==> src/hdl/uartfc_pkg.sv <==
// Shared types, codes and constants for the UART with receive FIFO and flow control.
package uartfc_pkg;

  localparam int FIFO_DEPTH_DEF = 64;

  localparam logic [15:0] TICKS_RESET   = 16'd1388;
  localparam logic [6:0]  RTS_THR_RESET = 7'd48;
  localparam logic [15:0] MIN_FRAME     = 16'd40;

  // Receive timing runs in units of 1/80 tick, transmit timing in 1/10 tick.
  localparam int RX_W = 23;
  localparam int TX_W = 20;
  localparam logic [RX_W-1:0] RX_ACC_INIT  = RX_W'(79);
  localparam logic [RX_W-1:0] RX_ACC_STEP  = RX_W'(80);
  localparam logic [RX_W-1:0] RX_FIRST_OFS = RX_W'(43);
  localparam logic [TX_W-1:0] TX_ACC_INIT  = TX_W'(4);
  localparam logic [TX_W-1:0] TX_ACC_STEP  = TX_W'(10);

  localparam logic [3:0] RX_LAST_DATA = 4'd8;
  localparam logic [3:0] RX_STOP_BIT  = 4'd9;
  localparam logic [3:0] TX_BITS      = 4'd10;

  typedef enum logic [1:0] {
    OP_NONE  = 2'd0,
    OP_READ  = 2'd1,
    OP_PEEK  = 2'd2,
    OP_WRITE = 2'd3
  } op_t;

  typedef enum logic [2:0] {
    CFG_TICKS   = 3'd0,
    CFG_RTS_THR = 3'd1,
    CFG_RTS_EN  = 3'd2,
    CFG_CTS_EN  = 3'd3,
    CFG_NEG     = 3'd4
  } cfg_idx_t;

  typedef enum logic [1:0] {
    TX_IDLE    = 2'd0,
    TX_PENDING = 2'd1,
    TX_SENDING = 2'd2
  } tx_state_t;

  localparam logic [2:0] ERR_NONE      = 3'd0;
  localparam logic [2:0] ERR_OVERFLOW  = 3'd1;
  localparam logic [2:0] ERR_BAD_START = 3'd2;
  localparam logic [2:0] ERR_BAD_STOP  = 3'd3;
  localparam logic [2:0] ERR_LOST      = 3'd4;

  // One classified tick as it waits in the queue.
  typedef struct packed {
    logic       rd;
    logic       pop;
    logic       wr;
    logic [7:0] tx_data;
    logic       rxd;
    logic       cts;
  } item_t;

  // Bit timing derived from the frame length.
  typedef struct packed {
    logic [15:0]     frame;
    logic [RX_W-1:0] rx_stop;
  } timing_t;

  typedef struct packed {
    logic [6:0] rts_thr;
    logic       rts_en;
    logic       cts_en;
    logic       neg;
  } flow_cfg_t;

  typedef struct packed {
    logic [2:0] error_code;
    logic       write_accepted;
    logic       tx_busy;
    logic [5:0] fill_count;
    logic       read_valid;
    logic [7:0] read_data;
    logic       rts_out;
    logic       txd;
  } result_t;

endpackage

==> src/hdl/uart_8n1_with_fifo_and_flow_control.sv <==
// Top level: configuration registers, bit-timing setup and the front/engine pair.
//
//  channel  direction  handshake           payload
//  in_      slave      in_tvalid/tready    tdata 16b (byte, rxd, cts), tuser 2b (operation)
//  out_     master     out_tvalid/tready   tdata 24b (pins, read result, fill, status)
//  cfg_     slave      cfg_valid/ready     cfg_index 3b, cfg_data 16b
//
// One tick per clock while out_tready is high; a result passes through the queue and then
// the engine and its result register before it is offered.
// The rate is set by the engine, which updates all receive and transmit state together.
// Reset is synchronous on rst_n; the FIFO memory is not cleared, only its pointers.
// A two-entry queue sits before the engine and a result register after it; when out_tready
// is low with a result waiting the engine holds, and in_tready drops once both entries are
// taken. cfg_ready is always high.
module uart_8n1_with_fifo_and_flow_control #(
  parameter int FIFO_DEPTH = uartfc_pkg::FIFO_DEPTH_DEF
) (
  input  logic        clk,
  input  logic        rst_n,
  input  logic        in_tvalid,
  output logic        in_tready,
  input  logic [15:0] in_tdata,   // tx_data[7:0], rxd[8], cts_in[9], zero pad [15:10]
  input  logic [1:0]  in_tuser,   // operation[1:0]
  output logic        out_tvalid,
  input  logic        out_tready,
  output logic [23:0] out_tdata,  // txd[0], rts_out[1], read_data[9:2], read_valid[10],
                                  // fill_count[16:11], tx_busy[17], write_accepted[18],
                                  // error_code[21:19], zero pad [23:22]
  input  logic        cfg_valid,
  output logic        cfg_ready,
  input  logic [2:0]  cfg_index,
  input  logic [15:0] cfg_data
);
  import uartfc_pkg::*;

  logic [15:0] ticks_r;
  flow_cfg_t   flow_r;
  timing_t     tim_r;
  logic [15:0] f_eff;
  logic        q_valid, q_ready;
  item_t       q_item;
  result_t     res;

  assign cfg_ready = 1'b1;

  always_ff @(posedge clk) begin
    if (!rst_n) begin
      ticks_r        <= TICKS_RESET;
      flow_r.rts_thr <= RTS_THR_RESET;
      flow_r.rts_en  <= 1'b0;
      flow_r.cts_en  <= 1'b0;
      flow_r.neg     <= 1'b0;
    end else if (cfg_valid) begin
      case (cfg_idx_t'(cfg_index))
        CFG_TICKS:   ticks_r        <= cfg_data;
        CFG_RTS_THR: flow_r.rts_thr <= cfg_data[6:0];
        CFG_RTS_EN:  flow_r.rts_en  <= cfg_data[0];
        CFG_CTS_EN:  flow_r.cts_en  <= cfg_data[0];
        CFG_NEG:     flow_r.neg     <= cfg_data[0];
        default: ;
      endcase
    end
  end

  // Stop-bit sample target in 1/80 tick: 73F; data bit i sits at 4F(2i+1)+43.
  assign f_eff = (ticks_r < MIN_FRAME) ? MIN_FRAME : ticks_r;

  always_ff @(posedge clk) begin
    tim_r.frame   <= f_eff;
    tim_r.rx_stop <= RX_W'({f_eff, 6'd0}) + RX_W'({f_eff, 3'd0}) + RX_W'(f_eff);
  end

  uartfc_front u_front (
    .clk       (clk),
    .rst_n     (rst_n),
    .in_tvalid (in_tvalid),
    .in_tready (in_tready),
    .in_tdata  (in_tdata),
    .in_tuser  (in_tuser),
    .q_valid   (q_valid),
    .q_item    (q_item),
    .q_ready   (q_ready)
  );

  uartfc_back #(
    .FIFO_DEPTH (FIFO_DEPTH)
  ) u_back (
    .clk       (clk),
    .rst_n     (rst_n),
    .q_valid   (q_valid),
    .q_item    (q_item),
    .q_ready   (q_ready),
    .tim       (tim_r),
    .flow      (flow_r),
    .out_valid (out_tvalid),
    .out_res   (res),
    .out_ready (out_tready)
  );

  assign out_tdata = {2'b00, res.error_code, res.write_accepted, res.tx_busy, res.fill_count,
                      res.read_valid, res.read_data, res.rts_out, res.txd};

endmodule

==> src/hdl/uartfc_front.sv <==
// Input side: accepts ticks, decodes the host operation and queues them for the engine.
module uartfc_front (
  input  logic                 clk,
  input  logic                 rst_n,
  input  logic                 in_tvalid,
  output logic                 in_tready,
  input  logic [15:0]          in_tdata,   // tx_data[7:0], rxd[8], cts_in[9], zero pad
  input  logic [1:0]           in_tuser,   // operation[1:0]
  output logic                 q_valid,
  output uartfc_pkg::item_t    q_item,
  input  logic                 q_ready
);
  import uartfc_pkg::*;

  item_t      q_r [2];
  logic       wr_idx_r, rd_idx_r;
  logic [1:0] count_r;
  logic       push, pop;
  item_t      dec;
  op_t        op;

  assign op = op_t'(in_tuser);

  always_comb begin
    dec.rd      = 1'b0;
    dec.pop     = 1'b0;
    dec.wr      = 1'b0;
    dec.tx_data = in_tdata[7:0];
    dec.rxd     = in_tdata[8];
    dec.cts     = in_tdata[9];
    case (op)
      OP_READ: begin
        dec.rd  = 1'b1;
        dec.pop = 1'b1;
      end
      OP_PEEK:  dec.rd = 1'b1;
      OP_WRITE: dec.wr = 1'b1;
      default: ;
    endcase
  end

  assign in_tready = (count_r != 2'd2);
  assign q_valid   = (count_r != 2'd0);
  assign q_item    = q_r[rd_idx_r];
  assign push      = in_tvalid && in_tready;
  assign pop       = q_valid && q_ready;

  always_ff @(posedge clk) begin
    if (push) begin
      q_r[wr_idx_r] <= dec;
    end
  end

  always_ff @(posedge clk) begin
    if (!rst_n) begin
      wr_idx_r <= 1'b0;
      rd_idx_r <= 1'b0;
      count_r  <= 2'd0;
    end else begin
      if (push) wr_idx_r <= ~wr_idx_r;
      if (pop)  rd_idx_r <= ~rd_idx_r;
      case ({push, pop})
        2'b10:   count_r <= count_r + 2'd1;
        2'b01:   count_r <= count_r - 2'd1;
        default: count_r <= count_r;
      endcase
    end
  end

endmodule

==> src/hdl/uartfc_back.sv <==
// Engine: host operations, transmitter, receiver, receive FIFO memory and result register.
module uartfc_back #(
  parameter int FIFO_DEPTH = uartfc_pkg::FIFO_DEPTH_DEF
) (
  input  logic                  clk,
  input  logic                  rst_n,
  input  logic                  q_valid,
  input  uartfc_pkg::item_t     q_item,
  output logic                  q_ready,
  input  uartfc_pkg::timing_t   tim,
  input  uartfc_pkg::flow_cfg_t flow,
  output logic                  out_valid,
  output uartfc_pkg::result_t   out_res,
  input  logic                  out_ready
);
  import uartfc_pkg::*;

  localparam int PW = $clog2(FIFO_DEPTH);
  localparam int FW = (PW > 7) ? PW : 7;
  localparam logic [PW:0]   DEPTH_V = (PW+1)'(FIFO_DEPTH);
  localparam logic [PW-1:0] LAST_P  = PW'(FIFO_DEPTH - 1);

  // FIFO memory and pointers
  logic [7:0]    mem [FIFO_DEPTH];
  logic [PW-1:0] wp_r, wp_nxt, rp_r, rp_nxt;
  logic [7:0]    head_q_r, byp_data_r, head;
  logic          byp_r;
  logic          we;
  logic [7:0]    wdata;

  // receiver
  logic [9:0]      rx_shift_r, rx_shift_nxt;
  logic [RX_W-1:0] rx_acc_r, rx_acc_nxt;
  logic [3:0]      rx_bit_r, rx_bit_nxt;
  logic            rx_active_r, rx_active_nxt;
  logic            rx_prev_r, rx_prev_nxt;

  // transmitter
  tx_state_t       tx_state_r, tx_state_nxt;
  logic [9:0]      tx_shift_r, tx_shift_nxt;
  logic [TX_W-1:0] tx_acc_r, tx_acc_nxt;
  logic [3:0]      tx_bit_r, tx_bit_nxt;
  logic            lost_r, lost_nxt;
  logic [2:0]      err_r, err_nxt;

  logic    fire;
  result_t res, out_res_r;
  logic    out_valid_r;

  function automatic logic [PW-1:0] ptr_inc(input logic [PW-1:0] p);
    ptr_inc = (p == LAST_P) ? '0 : p + PW'(1);
  endfunction

  assign q_ready = !out_valid_r || out_ready;
  assign fire    = q_valid && q_ready;
  assign head    = byp_r ? byp_data_r : head_q_r;

  always_comb begin
    logic            cts_ok;
    logic            rx_fall;
    logic            rts_asserted;
    logic [PW:0]     fill_w;
    logic [FW-1:0]   fill_ext;
    logic [RX_W-3:0] rx_prod;
    logic [RX_W-1:0] rx_tgt;
    logic [TX_W-1:0] tx_tgt;

    tx_state_nxt  = tx_state_r;
    tx_shift_nxt  = tx_shift_r;
    tx_acc_nxt    = tx_acc_r;
    tx_bit_nxt    = tx_bit_r;
    lost_nxt      = lost_r;
    err_nxt       = err_r;
    rx_shift_nxt  = rx_shift_r;
    rx_acc_nxt    = rx_acc_r;
    rx_bit_nxt    = rx_bit_r;
    rx_active_nxt = rx_active_r;
    rx_prev_nxt   = rx_prev_r;
    wp_nxt        = wp_r;
    rp_nxt        = rp_r;
    we            = 1'b0;
    wdata         = rx_shift_r[9:2];
    cts_ok        = 1'b0;
    rx_fall       = 1'b0;
    res           = '0;
    res.txd       = 1'b1;

    // targets of the current bits follow the frame length as it stands now;
    // the stop bit is sampled early, at its own fixed fraction
    rx_prod = (RX_W-2)'(tim.frame) * (RX_W-2)'({rx_bit_r, 1'b1});
    rx_tgt  = (rx_bit_r >= RX_STOP_BIT) ? tim.rx_stop : RX_W'({rx_prod, 2'b00}) + RX_FIRST_OFS;
    tx_tgt  = TX_W'(tim.frame) * TX_W'({1'b0, tx_bit_r} + 5'd1);

    if (fire) begin
      // host operation
      if (q_item.rd) begin
        if (rp_r != wp_r) begin
          res.read_data  = head;
          res.read_valid = 1'b1;
          if (q_item.pop) rp_nxt = ptr_inc(rp_r);
        end
      end else if (q_item.wr && tx_state_r == TX_IDLE) begin
        tx_shift_nxt       = {1'b1, q_item.tx_data, 1'b0};
        tx_state_nxt       = TX_PENDING;
        res.write_accepted = 1'b1;
      end

      // transmitter
      case (tx_state_nxt)
        TX_SENDING: begin
          tx_acc_nxt = tx_acc_r + TX_ACC_STEP;
          if (tx_acc_nxt >= tx_tgt) begin
            tx_bit_nxt = tx_bit_r + 4'd1;
            if (tx_bit_nxt >= TX_BITS) begin
              tx_state_nxt = TX_IDLE;
              tx_bit_nxt   = 4'd0;
              if (lost_r) err_nxt = ERR_LOST;
              lost_nxt = 1'b0;
            end
          end
        end
        TX_PENDING: begin
          cts_ok = !flow.cts_en || (q_item.cts ^ flow.neg);
          if (cts_ok && !rx_active_r) begin
            tx_state_nxt = TX_SENDING;
            tx_acc_nxt   = TX_ACC_INIT;
            tx_bit_nxt   = 4'd0;
          end
        end
        default: ;
      endcase
      if (tx_state_nxt == TX_SENDING) res.txd = tx_shift_nxt[tx_bit_nxt];

      // receiver; it never runs while a frame is being sent
      rx_fall = rx_prev_r && !q_item.rxd;
      if (tx_state_nxt == TX_SENDING) begin
        if (rx_fall && !rx_active_r) lost_nxt = 1'b1;
      end else if (!rx_active_r) begin
        if (rx_fall) begin
          rx_active_nxt = 1'b1;
          rx_acc_nxt    = RX_ACC_INIT;
          rx_bit_nxt    = 4'd0;
          rx_shift_nxt  = '0;
        end
      end else begin
        rx_acc_nxt = rx_acc_r + RX_ACC_STEP;
        if (rx_acc_nxt >= rx_tgt) begin
          rx_shift_nxt = {q_item.rxd, rx_shift_r[9:1]};
          if (rx_bit_r == RX_LAST_DATA) begin
            we     = 1'b1;
            wdata  = rx_shift_nxt[9:2];
            wp_nxt = ptr_inc(wp_r);
            if (wp_nxt == rp_nxt) err_nxt = ERR_OVERFLOW;
          end
          if (rx_bit_r >= RX_STOP_BIT) begin
            if (rx_shift_nxt[0] && err_nxt == ERR_NONE) err_nxt = ERR_BAD_START;
            if (!rx_shift_nxt[9]) err_nxt = ERR_BAD_STOP;
            rx_active_nxt = 1'b0;
            rx_bit_nxt    = 4'd0;
          end else begin
            rx_bit_nxt = rx_bit_r + 4'd1;
          end
        end
      end
      rx_prev_nxt = q_item.rxd;
    end

    // outputs
    fill_w   = {1'b0, wp_nxt} - {1'b0, rp_nxt} + ((wp_nxt < rp_nxt) ? DEPTH_V : '0);
    fill_ext = FW'(fill_w[PW-1:0]);
    if (!flow.rts_en) begin
      rts_asserted = 1'b1;
    end else if (tx_state_nxt == TX_SENDING) begin
      rts_asserted = 1'b0;
    end else begin
      rts_asserted = (fill_ext < FW'(flow.rts_thr));
    end
    res.rts_out    = rts_asserted ^ flow.neg;
    res.fill_count = fill_ext[5:0];
    res.tx_busy    = (tx_state_nxt != TX_IDLE);
    res.error_code = err_nxt;
  end

  // receive FIFO memory; read data is registered, with a bypass for a same-cycle write
  always_ff @(posedge clk) begin
    if (we) begin
      mem[wp_r] <= wdata;
    end
    head_q_r   <= mem[rp_nxt];
    byp_r      <= we && (wp_r == rp_nxt);
    byp_data_r <= wdata;
  end

  always_ff @(posedge clk) begin
    if (!rst_n) begin
      tx_state_r  <= TX_IDLE;
      tx_bit_r    <= 4'd0;
      lost_r      <= 1'b0;
      err_r       <= ERR_NONE;
      rx_bit_r    <= 4'd0;
      rx_active_r <= 1'b0;
      rx_prev_r   <= 1'b1;
      wp_r        <= '0;
      rp_r        <= '0;
      out_valid_r <= 1'b0;
    end else begin
      tx_state_r  <= tx_state_nxt;
      tx_bit_r    <= tx_bit_nxt;
      lost_r      <= lost_nxt;
      err_r       <= err_nxt;
      rx_bit_r    <= rx_bit_nxt;
      rx_active_r <= rx_active_nxt;
      rx_prev_r   <= rx_prev_nxt;
      wp_r        <= wp_nxt;
      rp_r        <= rp_nxt;
      if (q_ready) out_valid_r <= q_valid;
    end
  end

  always_ff @(posedge clk) begin
    tx_shift_r <= tx_shift_nxt;
    tx_acc_r   <= tx_acc_nxt;
    rx_shift_r <= rx_shift_nxt;
    rx_acc_r   <= rx_acc_nxt;
    if (fire) out_res_r <= res;
  end

  assign out_valid = out_valid_r;
  assign out_res   = out_res_r;

endmodule

==> config.mk <==
export PLATFORM = sky130hd
export DESIGN_NAME = uart_8n1_with_fifo_and_flow_control
export DESIGN_NICKNAME = d
export VERILOG_FILES = /design/src/hdl/uartfc_pkg.sv /design/src/hdl/uart_8n1_with_fifo_and_flow_control.sv /design/src/hdl/uartfc_front.sv /design/src/hdl/uartfc_back.sv
export SDC_FILE = /design/constraint.sdc
export NUM_CORES = 1
export LEC_CHECK = 0
export ABC_CLOCK_PERIOD_IN_PS = 14300
export BUFFER_PORTS_ARGS = -buffer_cell sky130_fd_sc_hd__buf_2
export CORE_MARGIN = 2
export CORE_UTILIZATION = 55
export CTS_BUF_LIST = sky130_fd_sc_hd__clkbuf_2 sky130_fd_sc_hd__clkbuf_4 sky130_fd_sc_hd__clkbuf_8
export DETAILED_ROUTE_END_ITERATION = 12
export HOLD_SLACK_MARGIN = 0.06
export PLACE_DENSITY = 0.71
export SYNTH_ARGS = -nofsm -noshare
export SYNTH_HDL_FRONTEND = slang
export SYNTH_SLANG_ARGS = --single-unit
export TNS_END_PERCENT = 10
==> constraint.sdc <==
create_clock -name clk -period 14.3 [get_ports clk]
set_clock_uncertainty 0.1 [all_clocks]
set_input_delay 0.715 -clock clk [delete_from_list [all_inputs] [get_ports clk]]
set_output_delay 0.715 -clock clk [all_outputs]
set_load 0.005 [all_outputs]
Word level (Yosys, flattened, before mapping)

Memories as Yosys holds them, arrays and structs flattened. A register that Yosys moved wholly into a read port is not among the register bits.
Index checks and enable logic that the tools add are counted.

RAM bits: 538
Logic and storage cells: 214
Register bits after elaboration: 192
Memories kept: 2
Input port bits: 42

Bitwise gates (word level): 5
Multiplexer cells: 95
Add/subtract/negate cells: 14
Magnitude comparators: 7
Reductions and logical operators: 33
Eq/ne operators: 22
$mul: 2

Memories:

| name        | words | bits a word | read ports | clocked after memory_dff | write ports | RTL line           | RTL |
|---|---|---|---|---|---|---|---|
| u_back.mem  | 64    | 8           | 1          | 1                        | 1           | uartfc_back.sv:24  | `logic [7:0] mem [FIFO_DEPTH];` |
| u_front.q_r | 2     | 13          | 1          | 1                        | 1           | uartfc_front.sv:15 | `item_t q_r [2];` |

Operators by type and width:

| kind                  | count |
|---|---|
| $mux 6                | 12 |
| $mux 23               | 3 |
| $mux 10               | 6 |
| $mux 3                | 17 |
| $mux 8                | 6 |
| $pmux 20 s2           | 1 |
| $mux 4                | 8 |
| $mux 1                | 27 |
| $add 22x19->23        | 1 |
| $add 23x16->23        | 1 |
| $add 23x6->23 const B | 1 |
| $add 23x7->23 const B | 1 |
| $ge 23x23->1          | 1 |
| $mul 16x5->21         | 1 |
| $add 20x4->20 const B | 1 |
| $ge 20x20->1          | 1 |
| $mul 16x20->20        | 1 |
| $mux 20               | 1 |
| $lt 16x6->1 const B   | 1 |
| $mux 16               | 1 |
| $mux 2                | 8 |
| $reduce_and 2->1      | 7 |
| $add 6x1->6 const B   | 2 |
| $eq 2x2->1 const B    | 6 |
| 34 further kinds      | 63 |

Logic depth before layout (Yosys ltp)

Depth in word-level cells: 22
Mapped depth: 43
Mapped depth without buffers: 42

Modules after synthesis

Synthesis repeated with hierarchy kept, for this count alone.

Cell total of the unflattened synthesis: 3117
Area total of the unflattened synthesis: 37579.8 µm²

By module, submodules not included:

| module                              | instances | area each (µm²) | seq. area each (µm²) | cells each |
|---|---|---|---|---|
| uartfc_back                         | 1         | 33306.9         | 18667.9              | 2728 |
| uart_8n1_with_fifo_and_flow_control | 1         | 3072.9          | 1241.2               | 321 |
| uartfc_front                        | 1         | 1199.9          | 880.8                | 68 |

Worst setup path before layout

Ideal clock, no wire load.

Path kind: register to register
From: register u_back.tx_bit_r[1]
To: memory u_back.mem[0][7], data pin
Period minus slack after synthesis: 10605 ps
Library setup time: 709 ps
Setup slack: 3695 ps
Cell stages (with the launch flop): 30
Data arrival time: 9797 ps
Path buffers: 3
Cells stage by stage: dfxtp_1 -> ha_1 -> xor2_1 -> clkbuf_1 -> nand2_1 -> fa_1 -> fa_1 -> fa_1 -> inv_1 -> ha_1 -> nor2b_1 -> o21ai_0 -> a21boi_0 -> o21ai_0 -> a21boi_0 -> o21ai_0 -> a21oi_1 -> o41ai_1 -> mux2i_1 -> a2111oi_0 -> ha_1 -> o211ai_1 -> a21oi_1 -> a211o_1 -> a221oi_2 -> o2bb2ai_2 -> or4_4 -> buf_6 -> clkbuf_1 -> o21ai_0

Longest elaborated chain between the ends: 9
Elaborated cells on any way between the ends: 12

RTL lines:

| element                                             | RTL line                               | RTL |
|---|---|---|
| start, declared                                     | uartfc_back.sv:42                      | `logic [3:0] tx_bit_r, tx_bit_nxt;` |
| start signal, assigned                              | uartfc_back.sv:208                     | `tx_bit_r <= tx_bit_nxt;` |
| $add 4x1->5 / $add 4x1->4 (equally long branches)   | uartfc_back.sv:92, uartfc_back.sv:113  |  |
| $mul 16x20->20 / $ge 4x4->1 (equally long branches) | uartfc_back.sv:92, uartfc_back.sv:114  |  |
| $ge 20x20->1 / $mux 2 (equally long branches)       | uartfc_back.sv:112, uartfc_back.sv:114 |  |
| $mux 2 (*)                                          | uartfc_back.sv:112                     | `if (tx_acc_nxt >= tx_tgt) begin` |
| $pmux 2 s2 (*)                                      | uartfc_back.sv:109                     | `case (tx_state_nxt)` |
| $mux 2 (*)                                          | uartfc_back.sv:94                      | `if (fire) begin` |
| $eq 2x2->1 (*)                                      | uartfc_back.sv:136                     | `if (tx_state_nxt == TX_SENDING) begin` |
| $mux 8 (*)                                          | uartfc_back.sv:136                     |  |
| $mux 8 (*)                                          | uartfc_back.sv:94                      |  |
| named net u_back.wdata[7]                           | uartfc_back.sv:29                      | `logic [7:0] wdata;` |
| end, declared                                       | uartfc_back.sv:24                      |  |

The timed path passes the listed nets; every way through them passes the cells marked *. The select of a mux whose other input is x is not followed.

==> impl_metrics.toml <==
[final_layout]
fin_area_sq_mm = 0.04078
num-nets-final = 3552
syn_to_final_growth_pct = 9.502
final_cells = 4241
drive_gt1_frac = 0.1043
final_common_cell = "edfxtp_1"
mostFrequentLayoutCells = "617 x edfxtp_1, 543 x nand2_1, 194 x nor2_1"
fin_util = 0.6072

[power_and_ir_drop]
cellLeakagePower_nw = 15.91
p_int_mw = 4.022
p_switching_mw = 1.653
p_comb_frac = 0.204
power_frac_seq = 0.470
ir_drop_v = 0.0001009
clkPwrFrac = 0.326
switching_share = 0.2912
total_power_mw = 5.674
p_per_area_mw_per_mm2 = 139.1

[cts]
cts-resized-gates = 0
cts_made_buffers = 116
path_clk_slew_ns = 0.06
cts_sinks = 730
root_buffer = "clkbuf_8"
clk_latency_ns = 0.74
cts_tree = "done"
cts-htree-levels = 3
cts_buffer_depth = 3

[timing]
finalCritPeriodShare = 0.8486
fin_hold_ws_ns = 0.1074
finalSetupViolCount = 0
hold_violations = 0
rsz0062_at_grt = "no"
fin_setup_tns_ns = 0
layout_setup_ws_ns = 2.164
worst_slew_pin_slew_ns = 1.226
slew_headroom = 0.1771
fmax_mhz = 82.40
min_period_ns = 12.14
maxSlewViolCount = 0

[route]
ant_nets = 0
drc_errors = 0
drt_wl_total_microns = 86260
dr.pass1.iters = 6
vias = 24870
routedWlPerCell_microns = 20.34
drt_iter0_markers = 2171
via_per_inst = 5.863

[min_path]
min_path_type = "input pin to register"

[worst_setup_path]
crit_arrival_ns = 12.49
r2r_slack_ns = 2.16
worst_setup_path_end_kind = "register"
r2r_cells = 39
crit_path_start = "u_back.tx_bit_r[0]$_SDFFE_PN0P_"
r2r-start = "u_back.tx_bit_r[0]$_SDFFE_PN0P_"
start_kind = "register"
criticalPathCategory = "register to register"
timing.rr.end = "u_back.out_res[1]$_DFFE_PP_"
endpoint = "u_back.out_res[1]$_DFFE_PP_"
cpMostUsedCell = "a21oi_1"
crit_fanout = 24
critPathMaxStageDelay_ns = 1.02
cp_slowest_cell = "xnor2_1"
critPathRequiredTime_ns = 14.65

[floorplan]
rows = 95
die_w_microns = 264.2
dieArea_sq_mm = 0.06980
die_y_microns = 264.2
core_area_sq_mm = 0.06716
ioPinCount = 69
start_util = 0.5545

[grt]
grt_pass1_wl_microns = 135100
grt_overflow_total = 0
antenna_found_initial = 1
grt_pass1_vias = 24910
grt_usage = 0.2461
grt_max_degree = 86

[job]
cap_violations = 0

[logic_synthesis]
ys_seq_area_frac = 0.5583
netlist_area_sq_mm = 0.03724
synth.avg_cell_area_sq_um = 11.54
syn_inst = 3226
synth_cell_types = 89
synth_edf_count = 617
synthArstFlopShare = 0
ys.flop_type = "edfxtp_1"
synth_seq_cells = 730
yosys_warnings = 0

[outcome]
outcome = "finished, final reports clean"

[placed_design]
pre_cts_ws_ns = 2.265
place_congestion = 0.9013
place_hpwl_microns = 55650
dp_cells = 4018
dpl_cell_area_sq_mm = 0.03825
port_buffers = 59
flip-flops by register name, indices dropped and copies added, names as in the netlist, 10 cells and up, named ones only:
register / cells
u_back.mem: 512
tim_r: 36
u_front.q_r: 26
u_back.out_res: 22
u_back.rx_acc_r: 19
u_back.tx_acc_r: 19
ticks_r: 16
flow_r: 10
u_back.tx_shift_r: 10
what timing repair did:
item	4_1_cts	5_1_grt
hold endpoints to repair	18	0
hold buffers	9	0
setup buffers	0	0
cells by family after synthesis:
group,after synthesis,synth area share
adders and majority gates,238,0.09912
xor gates and xnor gates,130,0.03057
and+or+nand+nor,1270,0.1601
other,2,0.0002017
AOI/OAI and AO/OA,379,0.07348
buffers and inverters,343,0.03608
muxes,134,0.04213
DFF,730,0.5583
metal layers:
layer	vias up	track usage	share of wire	wire length (microns)
li1	11580	-	-	-
met1	12240	0.3157	0.40	34710
met2	863	0.4219	0.50	42800
met3	190	0.03729	0.063	5448
met4	0	0.09628	0.038	3294
met5	-	0	0	0
power groups by stage:
stage                     Clock, mW  Combinational [mW]  Sequential, mW
final                          1.85                1.16            2.67
after global routing           1.97                1.31            2.68
after CTS                      1.88                1.17            2.67
after detailed placement          0                1.16            2.71
after global placement            0                1.11            2.70
after floorplan                   0               0.824            2.68
worst min path at each step:
stage / from / to / depth (start not counted)
3_3_place_gp: ticks_r[6]$_SDFFE_PN1P_ / tim_r[29]$_DFF_P_ / 0
6_report: in_tdata[2] / u_front.q_r[1][4]$_DFFE_PP_ / 1
5_1_grt: in_tdata[2] / u_front.q_r[1][4]$_DFFE_PP_ / 1
3_5_place_dp: ticks_r[6]$_SDFFE_PN1P_ / tim_r[29]$_DFF_P_ / 0
4_1_cts: cfg_data[10] / ticks_r[10]$_SDFFE_PN1P_ / 3
2_1_floorplan: ticks_r[8]$_SDFFE_PN1P_ / tim_r[31]$_DFF_P_ / 1
cells in the mapped netlist, types with 13 or more instances:
master	number	area [sq um]
fa_1	95	1902
mux4_2	18	405.4
buf_2	15	75.07
nand4_1	17	106.4
and2_1	132	825.8
ha_1	143	1789
edfxtp_1	617	18530
and3_1	62	387.9
a21oi_1	79	395.4
xor2_1	45	394.1
o21ai_0	59	295.3
dfxtp_1	113	2262
a21o_1	20	150.1
xnor2_1	85	744.5
mux2i_1	114	1141
o21a_1	13	97.59
o211ai_1	16	120.1
or3_1	22	137.6
clkbuf_1	132	495.5
nor2_1	194	728.2
inv_1	168	630.6
a311oi_1	75	656.9
nor2b_1	32	200.2
nand2_1	550	2064
buf_1	18	67.56
a311o_1	15	150.1
nor3_1	21	105.1
nand3_1	152	760.7
nand2b_1	30	187.7
final cells by class:
class | instances | area, sq um
multi-input combinational | 2154 | 15190
clock inverter | 50 | 414.1
inverter | 171 | 644.4
timing repair buffer | 99 | 618.1
fill | 5286 | 26380
antenna | 2 | 5.005
clock buffer | 162 | 2023
tap | 873 | 1092
sequential | 730 | 20790
critical path: cells and delay by family (launching register included):
| family | cells | cell delay (ns) |
|---|---|---|
| buffers and inverters | 2 | 0.15 |
| AO/OA/AOI/OAI | 19 | 4.22 |
| adder cells (fa/ha/maj) | 7 | 2.83 |
| multiplexers | 2 | 0.66 |
| flip-flops | 1 | 0.78 |
| XOR/XNOR | 4 | 1.45 |
| AND/OR/NAND/NOR | 5 | 1.65 |
(Power assumes the default switching activity.)
